[config.mk]
export PLATFORM = sky130hd
export DESIGN_NAME = sdt_ctrl
export DESIGN_NICKNAME = d
export VERILOG_FILES = /design/src/rtl/core/sdt_pkg.sv /design/src/rtl/core/sdt_ctrl.sv
export SDC_FILE = /design/constraint.sdc
export NUM_CORES = 1
export LEC_CHECK = 0
export BUFFER_PORTS_ARGS = -buffer_cell sky130_fd_sc_hd__buf_2
export CORE_AREA = 10 10 47 49
export DETAILED_ROUTE_END_ITERATION = 10
export DIE_AREA = 0 0 57 59
export PLACE_DENSITY = 0.86
export SLEW_MARGIN = 20
export SYNTH_ARGS = -nofsm -noshare
export SYNTH_HDL_FRONTEND = slang
export SYNTH_SLANG_ARGS = --single-unit
[constraint.sdc]
create_clock -name i_clk -period 4.1 [get_ports i_clk]
set_input_delay 0.41 -clock i_clk [delete_from_list [all_inputs] [get_ports i_clk]]
set_output_delay 0.41 -clock i_clk [all_outputs]
set_load 0.1 [all_outputs]
[src/rtl/core/sdt_pkg.sv]
// Shared types and constants of the sequence drop tracker.
// No dependencies; imported by every module of the block.
package sdt_pkg;

    localparam int MOD_W  = 17;
    localparam int TIME_W = 63;
    localparam int CFG_W  = 63;

    localparam logic KIND_FRAME  = 1'b0;
    localparam logic KIND_LOOKUP = 1'b1;

    localparam logic CFG_MODULUS = 1'b0;
    localparam logic CFG_IDLE_NS = 1'b1;

    localparam logic [MOD_W-1:0]  MODULUS_RESET = 17'd4000;
    localparam logic [TIME_W-1:0] IDLE_NS_RESET = 63'd1000000000;

    typedef enum logic [1:0] {
        ST_OK           = 2'd0,
        ST_TABLE_FULL   = 2'd1,
        ST_NOT_FOUND    = 2'd2,
        ST_OUT_OF_RANGE = 2'd3
    } t_status;

    typedef struct packed {
        logic              kind;
        logic [15:0]       app_id;
        logic [63:0]       sv_key;
        logic [15:0]       smp_cnt;
        logic              has_timestamp;
        logic [TIME_W-1:0] rx_time_ns;
    } t_in_item;

    typedef struct packed {
        t_status     status;
        logic [14:0] gap;
        logic [3:0]  stream_index;
        logic [31:0] frames_received;
        logic [31:0] frames_dropped;
    } t_out_item;

    typedef enum logic [3:0] {
        S_IDLE,
        S_CHECK,
        S_SEARCH,
        S_LOAD,
        S_EVAL,
        S_AGE,
        S_MOD,
        S_ADV,
        S_GAP,
        S_WRITE,
        S_DONE
    } t_state;

    typedef struct packed {
        logic    capture;
        logic    srch_init;
        logic    srch_rd;
        logic    take_found;
        logic    alloc;
        logic    load;
        logic    seed;
        logic    tdiff;
        logic    age;
        logic    mod_start;
        logic    mod_step;
        logic    adv;
        logic    gap;
        logic    wr;
        logic    set_status;
        t_status status;
        logic    out_load;
    } t_dp_cmd;

    typedef struct packed {
        logic is_lookup;
        logic cnt_oor;
        logic match;
        logic more;
        logic full;
        logic seeded;
        logic reseed;
        logic restart;
        logic stale;
        logic mod_done;
        logic out_free;
    } t_dp_stat;

endpackage

[src/rtl/core/sdt_ctrl.sv]
// Controller of the sequence drop tracker: sequences search, update and result.
// Depends on sdt_pkg for the state, command and status types.
module sdt_ctrl (
    input  logic              i_clk,
    input  logic              i_rst_n,
    input  logic              i_in_valid,
    input  sdt_pkg::t_dp_stat i_stat,
    output sdt_pkg::t_dp_cmd  o_cmd,
    output logic              o_in_stall
);
    import sdt_pkg::*;

    t_state r_state;
    t_state n_state;

    always_ff @(posedge i_clk) begin
        if (!i_rst_n) begin
            r_state <= S_IDLE;
        end else begin
            r_state <= n_state;
        end
    end

    always_comb begin
        n_state = r_state;
        unique case (r_state)
            S_IDLE: begin
                if (i_in_valid) n_state = S_CHECK;
            end
            S_CHECK: begin
                if (!i_stat.is_lookup && i_stat.cnt_oor) n_state = S_DONE;
                else n_state = S_SEARCH;
            end
            S_SEARCH: begin
                priority if (i_stat.match) n_state = S_LOAD;
                else if (i_stat.more) n_state = S_SEARCH;
                else if (i_stat.is_lookup) n_state = S_DONE;
                else if (i_stat.full) n_state = S_DONE;
                else n_state = S_EVAL;
            end
            S_LOAD: n_state = S_EVAL;
            S_EVAL: begin
                priority if (i_stat.is_lookup) n_state = S_DONE;
                else if (!i_stat.seeded) n_state = S_WRITE;
                else n_state = S_AGE;
            end
            S_AGE: begin
                priority if (i_stat.reseed || i_stat.restart) n_state = S_WRITE;
                else if (i_stat.stale) n_state = S_MOD;
                else n_state = S_ADV;
            end
            S_MOD: begin
                if (i_stat.mod_done) n_state = S_ADV;
            end
            S_ADV:   n_state = S_GAP;
            S_GAP:   n_state = S_WRITE;
            S_WRITE: n_state = S_DONE;
            S_DONE: begin
                if (i_stat.out_free) n_state = S_IDLE;
            end
            default: n_state = S_IDLE;
        endcase
    end

    always_comb begin
        o_cmd = '0;
        o_cmd.status = ST_OK;
        unique case (r_state)
            S_IDLE: o_cmd.capture = i_in_valid;
            S_CHECK: begin
                if (!i_stat.is_lookup && i_stat.cnt_oor) begin
                    o_cmd.set_status = 1'b1;
                    o_cmd.status     = ST_OUT_OF_RANGE;
                end else begin
                    o_cmd.srch_init = 1'b1;
                end
            end
            S_SEARCH: begin
                priority if (i_stat.match) begin
                    o_cmd.take_found = 1'b1;
                end else if (i_stat.more) begin
                    o_cmd.srch_rd = 1'b1;
                end else if (i_stat.is_lookup) begin
                    o_cmd.set_status = 1'b1;
                    o_cmd.status     = ST_NOT_FOUND;
                end else if (i_stat.full) begin
                    o_cmd.set_status = 1'b1;
                    o_cmd.status     = ST_TABLE_FULL;
                end else begin
                    o_cmd.alloc = 1'b1;
                end
            end
            S_LOAD: o_cmd.load = 1'b1;
            S_EVAL: begin
                if (!i_stat.is_lookup) begin
                    if (!i_stat.seeded) o_cmd.seed = 1'b1;
                    else o_cmd.tdiff = 1'b1;
                end
            end
            S_AGE: begin
                o_cmd.age = 1'b1;
                o_cmd.mod_start = !(i_stat.reseed || i_stat.restart) && i_stat.stale;
            end
            S_MOD:   o_cmd.mod_step = !i_stat.mod_done;
            S_ADV:   o_cmd.adv = 1'b1;
            S_GAP:   o_cmd.gap = 1'b1;
            S_WRITE: o_cmd.wr = 1'b1;
            S_DONE:  o_cmd.out_load = i_stat.out_free;
            default: o_cmd.capture = 1'b0;
        endcase
    end

    assign o_in_stall = (r_state != S_IDLE);

endmodule

==> results.cfg <==
[global_routing]
grt_overflow = 0
first_global_vias = 661
track_usage_pct = 10.0
grt_antenna_before_repair = 0
grt_start_max_net_pins = 14
grt_pass1_wl_mm = 2.84

[pwr]
p_int_w = 0.000185
p_total_w = 0.000622
total_leakage_power_nw = 0.339
vdd_drop_max_mv = 0.602
pwr-share-seq_pct = 15.9
p_sw_w = 0.000437
p_comb_share_pct = 76.4
clockPowerShare_pct = 7.7
switching_share_pct = 70.3
pwr_density_cell_nw_per_um2 = 910

[timing]
fin_crit_ps = 2340
relSlewSlack_pct = 67.4
fmax_mhz = 427
fin_crit_sh_pct = 57.2
rsz0062_at_grt = no
setup_tns_ps = 0
fin_skew_ps = 2.54
worst_pin_slew_ps = 493
setup_viol = 0
final-max-slew-violation-count = 0
hold_viol_final = 0

[synthesis]
synth_edf_count = 0
async_reset_ff_share_pct = 0
synth_top_area_cell = dfxtp_1
syn-num-nets = 86
synth_top_area_share_pct = 15.6
synth_flop_cell = dfxtp_1
ys_warn_count = 0
ys_seq_area_share_pct = 15.6
syn_inst = 72
synthesis.area_um2 = 512
synth.avg_cell_area_um2 = 7.11
yosysUniqueCellTypes = 33
synth_area_leaders = dfxtp_1 (16%), nor3_1 (6.8%), nor2b_1 (6.1%)
ys_ff_latch = 4

[routing]
dr_total_vias = 678
routed_wl_mm = 1.77
dr.first_iter.drc_count = 15
ant_nets = 0
drtPass1Iterations = 5
via_per_inst = 5.70
drcViolationCount = 0
wl_per_cell_um = 14.8

[final_layout]
fillCellCount = 142
largest_reg_flops = 4
syn2layout_area_growth_pct = 33.5
regMostFlops = r_state
top_regs = r_state x4
diodes = 0
fin_nets = 119
layout-drive-gt1-share_pct = 38.8

[die]
die_h_um = 59
fp.dieArea_um2 = 3360
core-area_um2 = 1400
design.portCount = 33
start_util_pct = 36.5
dieWidth_um = 57
num_rows = 14

[clocking]
cts_sinks = 4
cts_resized = 0
root_buffer = clkbuf_4
clock_latency_ps = 230
clockBufferDepth = 2
postCtsSetupRepairBufs = 0
cts_buffers = 3
cts.clk_slew.worst_paths_ps = 40
ctsHoldBuffers = 0
htree_levels = 1
cts_tree = yes

[setup_path]
end_kind = primary output
crit_path_max_fanout = 13
required_ps = 3690
worst_setup_path_start_kind = flop
critical_path_class = reg2out
crit_arrival_ps = 1930

[job]
maxCapViolCount = 0

[placed_design]
dpl.hpwl_mm = 1.42
place.gp.congestion = 0.917
port_buffers = 32

[run_status]
outcome = completed

[min_path]
hold_class = in2reg
cell usage after synthesis (2+ instances only):
master / n
nor2_1: 8
nor3_1: 7
nand2_1: 5
nor2b_1: 5
o21ai_0: 5
a21oi_1: 4
and3_1: 4
dfxtp_1: 4
nand2b_1: 3
o31a_1: 3
buf_4: 2
cell type report:
class | count | area, um^2 | share of cell area (%)
multi-input combinational | 63 | 397 | 58.1
tap | 16 | 20.0 | 2.93
timing repair buffer | 32 | 160 | 23.4
clock buffer | 3 | 22.5 | 3.30
sequential | 4 | 80.1 | 11.7
inverter | 1 | 3.75 | 0.549
power groups by stage:
stage	Clock, W	Combinational (W)	Sequential (W)
CTS	0.0000492	0.000476	0.0000987
global route	0.0000527	0.000497	0.000105
finish	0.0000476	0.000475	0.0000991
global placement	0	0.000469	0.0000974
floorplan	0	0.000445	0.0000642
detailed placement	0	0.000472	0.0000992
worst max-delay path: stages (launching register included):
cell and delay [ps]:
dfxtp_1 530, nor2b_1 320, nand3_1 180, nor3_1 200
buf_2 470
through the flow:
stage	util, %	worst slack [ps]	cells	hold slack (ps)	cell area (um^2)
global route	48.8	1570	119	448	683
global placement	47.1	2090	116	685	661
finish	48.8	1760	119	456	683
floorplan	-	216	72	538	512
CTS	48.8	1760	119	447	683
detailed placement	47.1	2020	116	693	661
cells by family (layout without fill, tap and decap cells):
family                 count (synthesis)  after routing  synth area share (%)
DFF                                    4              4                  15.6
buffers and inverters                  5             36                  6.84
and+or+nand+nor                       42             42                  47.7
AOI/OAI and AO/OA                     21             21                  29.8
worst paths after layout:
check,start,end,slack (ps),cells past startpoint
worst max-delay path,r_state[1]$_SDFFE_PN0P_,o_cmd[13],1760,4
worst min-delay path,i_rst_n,r_state[1]$_SDFFE_PN0P_,460,2
worst max register to register,r_state[0]$_SDFFE_PN0P_,r_state[2]$_SDFFE_PN0P_,2580,4
worst min register to register,r_state[1]$_SDFFE_PN0P_,r_state[3]$_SDFFE_PN0P_,810,3
cell usage in the layout, fill, tap and decap left out, drive strengths merged, types with 3 or more instances in the layout:
cell / instances
o21ai: 6
nor2b: 5
buf: 32
nor3: 7
and3: 5
clkbuf: 3
a21oi: 4
nor2: 9
nand2b: 3
nand2: 5
o31a: 3
dfxtp: 4
per-layer routing:
layer	global-route usage, %	part of all wire, %	up-vias
met5	0	0	-
met4	4.03	1.3	0
met3	4.29	10	4
met2	15.5	43	44
met1	11.9	45	297
li1	-	-	333
Note: power is estimated with default switching activity, not from simulation.
